File: src/rtl/core/sync_length_frame_deframer_defines.svh
// ---------------------------------------------------------------------------
// Assertion macros for the sync length frame deframer
// Concurrent assertion wrappers that are compiled away for synthesis.
// ---------------------------------------------------------------------------
`ifndef SYNC_LENGTH_FRAME_DEFRAMER_DEFINES_SVH
`define SYNC_LENGTH_FRAME_DEFRAMER_DEFINES_SVH

`ifndef SYNTH
// Property checked at every clock edge outside reset.
`define SLDF_ASSERT(name, clk, rst_n, prop) \
    name: assert property (@(posedge clk) disable iff (!rst_n) prop) \
        else $error("sldf assertion failed");
// Property checked at every clock edge, reset included.
`define SLDF_ASSERT_ALWAYS(name, clk, prop) \
    name: assert property (@(posedge clk) prop) \
        else $error("sldf assertion failed");
`else
`define SLDF_ASSERT(name, clk, rst_n, prop)
`define SLDF_ASSERT_ALWAYS(name, clk, prop)
`endif

`endif

File: src/rtl/core/sldf_pkg.sv
`timescale 1ns / 1ps
// ---------------------------------------------------------------------------
// Sync length frame deframer package
// Shared types and constants of the deframer front end, queue and back end.
// ---------------------------------------------------------------------------
package sldf_pkg;

    localparam int ByteW  = 8;
    localparam int LenW   = 16;
    localparam int CfgIdxW = 1;

    // Configuration register indexes.
    localparam logic [CfgIdxW-1:0] CFG_SYNC_FIRST  = 1'd0;
    localparam logic [CfgIdxW-1:0] CFG_SYNC_SECOND = 1'd1;

    localparam logic [ByteW-1:0] SYNC_FIRST_RST  = 8'hDA;
    localparam logic [ByteW-1:0] SYNC_SECOND_RST = 8'hDB;

    // Queue between front and back end.
    localparam int QDepth = 2;
    localparam int QPtrW  = (QDepth > 1) ? $clog2(QDepth) : 1;
    localparam int QCntW  = $clog2(QDepth + 1);

    typedef enum logic [1:0] {
        EV_ABSORB  = 2'd0,
        EV_PAYLOAD = 2'd1,
        EV_HDR_ERR = 2'd2,
        EV_EMPTY   = 2'd3
    } t_event_kind_e;

    // One classified result on its way to the output.
    typedef struct packed {
        t_event_kind_e    kind;
        logic [ByteW-1:0] data;
        logic             last;
    } t_item_s;

endpackage

File: src/rtl/core/sync_length_frame_deframer.sv
`timescale 1ns / 1ps
// ---------------------------------------------------------------------------
// Sync length frame deframer
// Splits a byte stream into frames of sync bytes, length and payload.
// ---------------------------------------------------------------------------
// Usage: the slave stream takes one received byte per item. Every byte gives
// exactly one item on the master stream: tuser carries the event kind (byte
// absorbed, payload byte, header error, empty frame), tdata the payload byte
// (zero for the other kinds) and tlast marks the final payload byte of a
// frame or an empty frame. A frame is two sync bytes, a 16-bit big-endian
// length and that many payload bytes.
// Throughput is one item per cycle in both directions while the receiver
// does not stall. An accepted item goes into the two-entry queue, then into
// the master side's output register once that is empty or being drained.
// The sync values are written through the configuration port. The user must
// write them only while the block is idle; the block does not enforce it.
// Reset restores them to 0xDA and 0xDB, empties the queue and output
// register and restarts the header search.
// When the receiver stalls, the output register holds its item and the
// queue absorbs up to two more bytes before s_tready falls.
// ---------------------------------------------------------------------------
module sync_length_frame_deframer (
    input  logic                         i_clk,
    input  logic                         i_rst_n,
    // Configuration write port: index 0 is sync_first, index 1 sync_second.
    input  logic                         i_cfg_we,
    input  logic [sldf_pkg::CfgIdxW-1:0] i_cfg_idx,
    input  logic [sldf_pkg::ByteW-1:0]   i_cfg_data,
    // Slave stream of received bytes.
    input  logic                         i_s_tvalid,
    output logic                         o_s_tready,
    input  logic [sldf_pkg::ByteW-1:0]   i_s_tdata,   // [7:0] in_byte
    // Master stream of events.
    output logic                         o_m_tvalid,
    input  logic                         i_m_tready,
    output logic [sldf_pkg::ByteW-1:0]   o_m_tdata,   // [7:0] out_byte
    output logic [1:0]                   o_m_tuser,   // [1:0] event_kind
    output logic                         o_m_tlast    // frame_last
);
    import sldf_pkg::*;

    logic    w_q_ready;
    logic    w_push;
    t_item_s w_push_item;
    logic    w_pop;
    logic    w_nonempty;
    t_item_s w_head_item;

    // Front end: header tracking and classification of each byte.
    sldf_front u_front (
        .i_clk     (i_clk),
        .i_rst_n   (i_rst_n),
        .i_cfg_we  (i_cfg_we),
        .i_cfg_idx (i_cfg_idx),
        .i_cfg_data(i_cfg_data),
        .i_valid   (i_s_tvalid),
        .i_byte    (i_s_tdata),
        .i_q_ready (w_q_ready),
        .o_ready   (o_s_tready),
        .o_push    (w_push),
        .o_item    (w_push_item)
    );

    // Queue decoupling the classification from the output handshake.
    sldf_queue u_queue (
        .i_clk     (i_clk),
        .i_rst_n   (i_rst_n),
        .i_push    (w_push),
        .i_item    (w_push_item),
        .o_ready   (w_q_ready),
        .i_pop     (w_pop),
        .o_nonempty(w_nonempty),
        .o_item    (w_head_item)
    );

    // Back end: registered master stream.
    sldf_back u_back (
        .i_clk     (i_clk),
        .i_rst_n   (i_rst_n),
        .i_nonempty(w_nonempty),
        .i_item    (w_head_item),
        .o_pop     (w_pop),
        .o_valid   (o_m_tvalid),
        .i_ready   (i_m_tready),
        .o_data    (o_m_tdata),
        .o_user    (o_m_tuser),
        .o_last    (o_m_tlast)
    );

endmodule

File: src/rtl/core/sldf_front.sv
`timescale 1ns / 1ps
// ---------------------------------------------------------------------------
// Deframer front end
// Tracks the frame header and payload count and classifies every byte.
// ---------------------------------------------------------------------------
`include "sync_length_frame_deframer_defines.svh"

module sldf_front (
    input  logic                         i_clk,
    input  logic                         i_rst_n,
    input  logic                         i_cfg_we,
    input  logic [sldf_pkg::CfgIdxW-1:0] i_cfg_idx,
    input  logic [sldf_pkg::ByteW-1:0]   i_cfg_data,
    input  logic                         i_valid,
    input  logic [sldf_pkg::ByteW-1:0]   i_byte,
    input  logic                         i_q_ready,
    output logic                         o_ready,
    output logic                         o_push,
    output sldf_pkg::t_item_s            o_item
);
    import sldf_pkg::*;

    typedef enum logic [2:0] {
        S_SYNC1 = 3'd0,
        S_SYNC2 = 3'd1,
        S_LENH  = 3'd2,
        S_LENL  = 3'd3,
        S_DATA  = 3'd4
    } t_phase_e;

    t_phase_e         r_phase, n_phase;
    logic [ByteW-1:0] r_len_high, n_len_high;
    logic [LenW-1:0]  r_remaining, n_remaining;
    logic [ByteW-1:0] r_sync_first, r_sync_second;
    logic [LenW-1:0]  w_len;
    logic [LenW-1:0]  w_rem_dec;
    logic             w_accept;
    t_item_s          w_item;

    assign o_ready  = i_q_ready;
    assign w_accept = i_valid && i_q_ready;
    assign o_push   = w_accept;
    assign o_item   = w_item;

    assign w_len     = {r_len_high, i_byte};
    assign w_rem_dec = r_remaining - LenW'(1);

    always_comb begin
        n_phase     = r_phase;
        n_len_high  = r_len_high;
        n_remaining = r_remaining;
        w_item.kind = EV_ABSORB;
        w_item.data = '0;
        w_item.last = 1'b0;
        unique case (r_phase)
            S_SYNC2: begin
                if (i_byte == r_sync_second) begin
                    n_phase = S_LENH;
                end else begin
                    // The partial frame is dropped; this byte is not retried.
                    n_phase     = S_SYNC1;
                    w_item.kind = EV_HDR_ERR;
                end
            end
            S_LENH: begin
                n_len_high = i_byte;
                n_phase    = S_LENL;
            end
            S_LENL: begin
                n_remaining = w_len;
                if (w_len == '0) begin
                    n_phase     = S_SYNC1;
                    w_item.kind = EV_EMPTY;
                    w_item.last = 1'b1;
                end else begin
                    n_phase = S_DATA;
                end
            end
            S_DATA: begin
                n_remaining = w_rem_dec;
                w_item.kind = EV_PAYLOAD;
                w_item.data = i_byte;
                if (w_rem_dec == '0) begin
                    n_phase     = S_SYNC1;
                    w_item.last = 1'b1;
                end
            end
            default: begin
                if (i_byte == r_sync_first) begin
                    n_phase = S_SYNC2;
                end else begin
                    n_phase     = S_SYNC1;
                    w_item.kind = EV_HDR_ERR;
                end
            end
        endcase
    end

    always_ff @(posedge i_clk) begin
        if (!i_rst_n) begin
            r_phase       <= S_SYNC1;
            r_len_high    <= '0;
            r_remaining   <= '0;
            r_sync_first  <= SYNC_FIRST_RST;
            r_sync_second <= SYNC_SECOND_RST;
        end else begin
            if (w_accept) begin
                r_phase     <= n_phase;
                r_len_high  <= n_len_high;
                r_remaining <= n_remaining;
            end
            if (i_cfg_we) begin
                unique case (i_cfg_idx)
                    CFG_SYNC_FIRST:  r_sync_first  <= i_cfg_data;
                    CFG_SYNC_SECOND: r_sync_second <= i_cfg_data;
                    default: ;
                endcase
            end
        end
    end

    // While payload is being received at least one byte is still owed.
    `SLDF_ASSERT(a_data_count_nonzero, i_clk, i_rst_n, (r_phase == S_DATA) |-> (r_remaining != '0))
    // Only a payload byte or an empty frame closes a frame.
    `SLDF_ASSERT(a_last_kind, i_clk, i_rst_n, (o_push && w_item.last) |-> (w_item.kind == EV_PAYLOAD || w_item.kind == EV_EMPTY))
    // A closed frame always returns the header search to its start.
    `SLDF_ASSERT(a_last_rearms, i_clk, i_rst_n, (o_push && w_item.last) |=> (r_phase == S_SYNC1))

endmodule

File: src/rtl/core/sldf_queue.sv
`timescale 1ns / 1ps
// ---------------------------------------------------------------------------
// Deframer item queue
// Short first-in first-out buffer between the front and back end.
// ---------------------------------------------------------------------------
`include "sync_length_frame_deframer_defines.svh"

module sldf_queue (
    input  logic              i_clk,
    input  logic              i_rst_n,
    input  logic              i_push,
    input  sldf_pkg::t_item_s i_item,
    output logic              o_ready,
    input  logic              i_pop,
    output logic              o_nonempty,
    output sldf_pkg::t_item_s o_item
);
    import sldf_pkg::*;

    t_item_s           r_mem [QDepth];
    logic [QPtrW-1:0]  r_wr_ptr, n_wr_ptr;
    logic [QPtrW-1:0]  r_rd_ptr, n_rd_ptr;
    logic [QCntW-1:0]  r_count, n_count;

    assign o_ready    = (r_count != QCntW'(QDepth));
    assign o_nonempty = (r_count != '0);
    assign o_item     = r_mem[r_rd_ptr];

    always_comb begin
        n_wr_ptr = r_wr_ptr;
        n_rd_ptr = r_rd_ptr;
        n_count  = r_count;
        if (i_push) begin
            n_wr_ptr = (r_wr_ptr == QPtrW'(QDepth - 1)) ? '0 : r_wr_ptr + QPtrW'(1);
        end
        if (i_pop) begin
            n_rd_ptr = (r_rd_ptr == QPtrW'(QDepth - 1)) ? '0 : r_rd_ptr + QPtrW'(1);
        end
        if (i_push && !i_pop) begin
            n_count = r_count + QCntW'(1);
        end else if (i_pop && !i_push) begin
            n_count = r_count - QCntW'(1);
        end
    end

    always_ff @(posedge i_clk) begin
        if (!i_rst_n) begin
            r_wr_ptr <= '0;
            r_rd_ptr <= '0;
            r_count  <= '0;
        end else begin
            r_wr_ptr <= n_wr_ptr;
            r_rd_ptr <= n_rd_ptr;
            r_count  <= n_count;
        end
    end

    always_ff @(posedge i_clk) begin
        if (i_push) begin
            r_mem[r_wr_ptr] <= i_item;
        end
    end

    `SLDF_ASSERT(a_count_bound, i_clk, i_rst_n, r_count <= QCntW'(QDepth))
    `SLDF_ASSERT(a_no_overflow, i_clk, i_rst_n, i_push |-> o_ready)
    `SLDF_ASSERT(a_no_underflow, i_clk, i_rst_n, i_pop |-> o_nonempty)

endmodule

File: src/rtl/core/sldf_back.sv
`timescale 1ns / 1ps
// ---------------------------------------------------------------------------
// Deframer back end
// Output register that presents queued items on the master stream.
// ---------------------------------------------------------------------------
module sldf_back (
    input  logic                       i_clk,
    input  logic                       i_rst_n,
    input  logic                       i_nonempty,
    input  sldf_pkg::t_item_s          i_item,
    output logic                       o_pop,
    output logic                       o_valid,
    input  logic                       i_ready,
    output logic [sldf_pkg::ByteW-1:0] o_data,
    output logic [1:0]                 o_user,
    output logic                       o_last
);
    import sldf_pkg::*;

    logic    r_valid;
    t_item_s r_item;

    // Load a new item whenever the register is empty or being drained.
    assign o_pop   = i_nonempty && (!r_valid || i_ready);
    assign o_valid = r_valid;
    assign o_data  = r_item.data;
    assign o_user  = r_item.kind;
    assign o_last  = r_item.last;

    always_ff @(posedge i_clk) begin
        if (!i_rst_n) begin
            r_valid <= 1'b0;
        end else if (o_pop) begin
            r_valid <= 1'b1;
        end else if (i_ready) begin
            r_valid <= 1'b0;
        end
    end

    always_ff @(posedge i_clk) begin
        if (o_pop) begin
            r_item <= i_item;
        end
    end

endmodule

File: config.mk
export PLATFORM = sky130hd
export DESIGN_NAME = sync_length_frame_deframer
export DESIGN_NICKNAME = d
export VERILOG_FILES = /design/src/rtl/core/sldf_pkg.sv /design/src/rtl/core/sync_length_frame_deframer.sv /design/src/rtl/core/sldf_front.sv /design/src/rtl/core/sldf_queue.sv /design/src/rtl/core/sldf_back.sv
export VERILOG_INCLUDE_DIRS = /design/src /design/src/rtl/core
export SDC_FILE = /design/constraint.sdc
export NUM_CORES = 1
export LEC_CHECK = 0
export ABC_AREA = 1
export BUFFER_PORTS_ARGS = -buffer_cell sky130_fd_sc_hd__buf_4
export CAP_MARGIN = 20
export CORE_AREA = 2 2 92 94
export DETAILED_ROUTE_END_ITERATION = 10
export DIE_AREA = 0 0 94 96
export MAX_ROUTING_LAYER = met4
export PLACE_DENSITY = 0.82
export SLEW_MARGIN = 20
export SYNTH_ARGS = -nofsm -noshare
export SYNTH_HDL_FRONTEND = slang
export SYNTH_HIERARCHICAL = 1
export SYNTH_SLANG_ARGS = --single-unit
File: constraint.sdc
create_clock -name i_clk -period 1.8 [get_ports i_clk]
set_input_delay 0.09 -clock i_clk [delete_from_list [all_inputs] [get_ports i_clk]]
set_output_delay 0.09 -clock i_clk [all_outputs]
set_load 0.01 [all_outputs]
After elaboration in Yosys (flattened, before gate mapping)
Memory sizes are Yosys's and may differ from the RTL's. A register that Yosys moved wholly into a read port is not among the register bits.
Cells that the tools add are included.
W data, S select, Z words.
{"block": "classes", "bitwise": 1, "reduce_logical": 19, "add_sub_neg": 5, "mux": 22, "n_eq_ne": 8}
{"cell": "$logic_not A16 Y1", "count": 2}
{"cell": "$pmux W16 S2", "count": 1}
{"cell": "$eq A8 B8 Y1", "count": 2}
{"cell": "$sub A16 B1 Y16 const B", "count": 1}
{"cell": "$mux W2", "count": 6}
{"cell": "$pmux W3 S4", "count": 1}
{"cell": "$reduce_and A2 Y1", "count": 5}
{"cell": "$mux W1", "count": 9}
{"cell": "$mux W8", "count": 1}
{"cell": "$pmux W2 S4", "count": 1}
{"cell": "$reduce_bool A2 Y1", "count": 4}
{"cell": "$eq A3 B2 Y1 const B", "count": 2}
{"cell": "$mux W3", "count": 2}
{"cell": "$logic_and A1 B1 Y1", "count": 4}
{"cell": "$eq A3 B1 Y1 const B", "count": 1}
{"cell": "$eq A3 B3 Y1 const B", "count": 1}
{"cell": "$logic_not A1 Y1", "count": 3}
{"cell": "$add A1 B1 Y1 const B", "count": 2}
{"cell": "$add A2 B1 Y2 const B", "count": 1}
{"cell": "$ne A2 B1 Y1 const B", "count": 1}
{"cell": "$ne A2 B2 Y1 const B", "count": 1}
{"cell": "$pmux W1 S2", "count": 1}
{"cell": "$sub A2 B1 Y2 const B", "count": 1}
{"cell": "$logic_or A1 B1 Y1", "count": 1}
{"cell": "$not A1 Y1", "count": 1}
{"block": "totals", "inputBits": 22, "out_inout_bits": 13, "ram_bits": 22, "word_cells": 65, "regBits": 48, "memories": 1}
{"memory": "u_queue.r_mem", "words": 2, "width": 11, "read_ports": 1, "rd_ports_with_merged_regs": 1, "wr": 1, "line": "sldf_queue.sv:20", "source": "t_item_s r_mem [QDepth];"}

Longest topological paths before layout
{"block": "logic_depth", "word_depth": 6, "ltp_mapped": 15, "ltp_nobuf": 15}

By module
Netlist, hierarchy kept.
{"module": "sldf_front", "n_inst": 1, "seq_area_each_um2": 860.8, "cells_per_inst": 374, "area_per_inst_um2": 2473.6}
{"module": "sldf_queue", "n_inst": 1, "seq_area_each_um2": 760.7, "cells_per_inst": 69, "area_per_inst_um2": 1061.0}
{"module": "sldf_back", "n_inst": 1, "seq_area_each_um2": 350.3, "cells_per_inst": 18, "area_per_inst_um2": 381.6}

Worst setup path after synthesis
Ideal clock, no wire load.
{"block": "synth_path", "path_kind": "register -> register", "from": "reg u_queue.r_count[0]", "to": "reg u_queue.r_count[1]", "n_path_buf": 0, "setup_ns": 0.064, "required_ns": 1.736, "synth_period_minus_slack_ns": 1.948, "setup_slack_ns": -0.148, "path_stages_with_launch": 12, "t_arrival_ns": 1.885, "cell_sequence": "dfxtp_1 > inv_1 > nand2_1 > inv_1 > a21oi_1 > inv_1 > ha_1 > inv_1 > nand3_1 > nand2_1 > inv_1 > nor2_1"}
{"block": "synth_between", "elab_chain_cells": 5, "elab_cells_between_ends": 13, "classes_between": "add/sub: 2; eq/ne: 1; mux: 2; reduce/logical: 8"}
{"element": "start: declaration", "line": "sldf_queue.sv:23", "source": "logic [QCntW-1:0] r_count, n_count;"}
{"element": "start signal: assignment", "line": "sldf_queue.sv:54", "source": "r_count <= n_count;"}
{"element": "$reduce_bool A2 Y1 *", "line": "sldf_queue.sv:26", "source": "assign o_nonempty = (r_count != '0);"}
{"element": "via w_nonempty", "line": "sync_length_frame_deframer.sv:46", "source": "logic w_nonempty;"}
{"element": "$logic_and A1 B1 Y1 *", "line": "sldf_back.sv:24", "source": "assign o_pop = i_nonempty && (!r_valid || i_ready);"}
{"element": "via w_pop", "line": "sync_length_frame_deframer.sv:45", "source": "logic w_pop;"}
{"element": "$logic_not A1 Y1", "line": "sldf_queue.sv:39", "source": "if (i_push && !i_pop) begin"}
{"element": "$logic_and A1 B1 Y1", "line": "sldf_queue.sv:39"}
{"element": "$mux W2 / $reduce_bool A2 Y1 (equally long branches)"}
The timed path passes the listed nets; every way through them passes the cells marked *. The select of a mux whose other input is x is not followed.
A chain may end at the register's enable or synchronous reset.

Worst setup path in the final report
{"block": "layout_path", "from": "reg u_front.r_remaining[1]", "to": "reg u_front.r_phase[2]"}
{"block": "layout_between", "elab_chain_cells": 4}
{"element": "start: declaration", "line": "sldf_front.sv:33", "source": "logic [LenW-1:0] r_remaining, n_remaining;"}
{"element": "start signal: assignment", "line": "sldf_front.sv:110", "source": "r_remaining <= n_remaining;"}
{"element": "$sub A16 B1 Y16", "line": "sldf_front.sv:46", "source": "assign w_rem_dec = r_remaining - LenW'(1);"}
{"element": "$logic_not A16 Y1", "line": "sldf_front.sv:83", "source": "if (w_rem_dec == '0) begin"}
{"element": "$ne A2 B1 Y1 (no line)"}
{"element": "$reduce_and A2 Y1 (no line)"}
{"element": "end signal: assignment", "line": "sldf_front.sv:108", "source": "r_phase <= n_phase;"}
{"element": "end: declaration", "line": "sldf_front.sv:31", "source": "t_phase_e r_phase, n_phase;"}
Every way passes these cells.

==> key figures <==
Place
  – Pre-CTS setup slack: 2.036 ps
  – Port buffer count: 34
  – Dpl cells: 602
  – Placer Congestion: 0.8825
  – Detailed placement HPWL: 6243 microns

Setup path
  – WP data required: 2060 ps
  – CP max FO: 4
  – CP arrival: 2080 ps
  – Crit start category: register
  – Critical path type: register to register
  – Critical Path End Type: register
  – Cell depth of the worst flop-to-flop path: 15

Synth
  – Synth Net Count: 486
  – Multiplexer share of the synthesized area: 4.121%
  – Syn. warnings: 6
  – Synthesized-area fraction occupied by adder cells: 0.9585%
  – Simple-gate share of the synthesized area: 23.13%
  – Seq/Total Area, Yosys: 50.35%
  – Synthesized area per cell: 8.495 sq um
  – Post-synth top area share: 25.30%
  – Largest family of logic cells by synthesized area: simple AND/OR/NAND/NOR gates
  – Cell Area, Synth: 0.003916 sq mm
  – Netlist cell types: 35
  – Xor-xnor portion of the synthesized cell area: 4.026%
  – Complex-gate fraction of the synthesized area: between 10% and 20%
  – Synthesis-stage register bit count: 82
  – Synth area leaders: edfxtp_1 25%, dfxtp_1 25%, nand2_1 9.4%
  – Cell count after synthesis: 461
  – Largest area contributor in the netlist: edfxtp_1

Die
  – Std-Cell Rows: 33
  – Top-level port count: 35
  – Starting density of the core: about half
  – DIE WIDTH: ~94 microns
  – Core Area: 0.008051 sq mm
  – Die height: 96 microns
  – Die area: around 0.009 sq mm

Routing
  – Vias per cell: 5.355
  – Drc violations: 0
  – Pre-antenna DRT Iters: 5
  – Wire length per cell: 14.50 microns
  – DRT iter0 DRCs: 336
  – Vias: 3390
  – DRT antenna net count: 0
  – Routed WL: between 9000 and 10000 microns

Timing
  – RSZ-0062 raised after global routing: true
  – Maximum clock rate: ~550 MHz
  – Tmin final: approximately 1800 ps
  – Skew final: 8.613 ps
  – Final setup TNS: -16.56 ps
  – Worst hold margin: 44.92 ps
  – Final Hold Fails: 0
  – Pins over their slew limit: 0
  – Final setup margin: -16.56 ps
  – Max_slew headroom: 67.99%
  – Actual slew at the worst max-slew pin: 479.6 ps
  – Final setup violating endpoints: 1
  – Period utilization: 100.9%

Layout
  – Area grow syn2layout: 21.73%
  – Share of cells above drive strength 1: 22.16%
  – Final Non-Filler Cells: 633
  – Most frequent cells in the layout: 94 x nand2_1, 52 x buf_4, 50 x nor2_1
  – Most common cell after layout, fill and taps aside: nand2_1
  – Nets: ~550
  – Antenna diodes: 0

GRT
  – Largest net degree at the start of global routing: 33
  – GR Overflow Total: 0
  – Vias in the first global route: 3271
  – Initial antenna violation count: 0
  – GR Util All Layers: between 20% and 30%
  – First-pass GRT wire length: around 15000 microns

Worst hold path
  – Hold Path Stages: 3
  – Worst min-delay path category: primary input to register

CTS
  – Clock Path Buffers: 2
  – H-Tree Depth: 3
  – CTS tree: done
  – Clock-pin slew on the worst setup and hold paths: 90 ps
  – CTS root buffer: clkbuf_8
  – Num CTS Buffers: 9
  – Clock Sinks: a little over 80
  – Clk Latency, worst-skew pair: 360 ps

Run
  – Max-Cap Viols: 0

Pwr
  – VDD IR max: 0.7181 mV
  – P per Cell Area: 1340 mW/mm^2
  – Leak: roughly 2.1 nW

Outcome
  – Violated checks: setup timing
  – Status: finished, violations left
[metal layers]
metal / GRT usage, % / up-vias / wire [microns]
met3: 5.795 / 25 / 636
li1: - / 1660 / -
met2: 36.19 / 162 / 4482
met5: - / - / 0
met4: 8.696 / 0 / 228
met1: 25.33 / 1543 / 3834
[layout make-up]
| cell class | count | area [sq um] |
|---|---|---|
| fill | 669 | 3284 |
| sequential | 82 | 1979 |
| multi-input combinational | 314 | 1744 |
| timing repair buffer | 64 | 520.5 |
| inverter | 52 | 198.9 |
| tap | 105 | 131.4 |
| clock buffer | 9 | 123.9 |
| clock inverter | 7 | 68.82 |
[synth_stat cells]
master,instances
inv_2,1
o21ai_0,22
nand2_1,98
a31oi_1,2
nor2_4,2
nor2_1,54
nand3_2,1
dfxtp_1,49
nor4_1,7
buf_2,5
nand2_2,4
a21oi_1,30
o31a_1,1
nand3_1,24
a211oi_1,2
xor2_1,9
a21o_1,1
nand3b_1,2
and2_1,1
inv_1,51
a21oi_2,2
ha_1,3
mux2_4,10
mux2_2,1
o21ai_1,4
xnor2_1,9
nand4_1,4
buf_4,1
buf_6,1
nor2_2,6
edfxtp_1,33
clkbuf_1,4
nor3_1,6
a221oi_1,9
buf_1,2
[through the flow]
step | cell area [sq um] | power (W) | util (%)
finish | 4767 | 0.006386 | 59.21
global route | 4767 | 0.006813 | 59.21
CTS | 4688 | 0.006316 | 58.23
detailed placement | 4365 | 0.004961 | 54.22
global placement | 4365 | 0.004878 | 54.22
floorplan | 3920 | 0.004254 | -
[worst max-delay path, cell delays in order, from the launching register on]
cell and delay (ps):
dfxtp_2 350, inv_2 90, ha_4 170, inv_2 50
nand2_2 60, nand2_2 70, nor2_2 140, nand3_2 80
nor2_1 90, nand2_1 70, nor2_2 90, nand3_2 80
nand2_2 110, nand2_1 50, o21ai_1 140, inv_1 50
[repair_timing]
action,CTS,global route
setup buffers,0,4
hold endpoints to repair,18,0
pin swaps,0,9
setup endpoints to repair,5,10
hold buffers,11,0
resized for setup,4,21
[power by group]
part | total, W | internal [W] | switching (W)
sequential | 0.00265 | 0.00241 | 0.000237
combinational | 0.00245 | 0.00107 | 0.00138
clock | 0.00129 | 0.000536 | 0.000754
total | 0.00639 | 0.00402 | 0.00237
[flip-flops by register name, indices dropped and copies added (netlist names), named ones only]
register               flops
u_queue/r_wr_ptr           1
u_front/r_len_high         8
u_front/r_remaining       16
u_front/r_sync_second      8
u_queue/r_mem             22
u_back/o_data              8
u_back/o_last              1
u_queue/r_count            2
u_front/r_phase            3
u_back/o_user              2
u_back/o_valid             1
u_queue/r_rd_ptr           1
u_front/r_sync_first       8
[worst paths after layout]
kind	endpoint	from	slack, ps
worst max register to register	u_front/r_phase[2]$_SDFFE_PN0P_	u_front/r_remaining[1]$_SDFFE_PN0P_	-20
worst min-delay path	u_front/r_len_high[6]$_SDFFE_PN0P_	i_s_tdata[6]	40
worst min register to register	u_front/r_sync_first[7]$_SDFFE_PN1P_	u_front/r_sync_first[7]$_SDFFE_PN1P_	490
worst max-delay path	u_front/r_phase[2]$_SDFFE_PN0P_	u_front/r_remaining[1]$_SDFFE_PN0P_	-20
[cell families (layout without fill, tap and decap cells)]
group / count (synthesis) / count (layout)
buf+inv: 65 / 132
fa+ha+maj: 3 / 3
flops: 82 / 82
compound gates: 73 / 73
simple gates: 209 / 209
xor+xnor: 18 / 18
mux: 11 / 11
(Power assumes the default switching activity.)
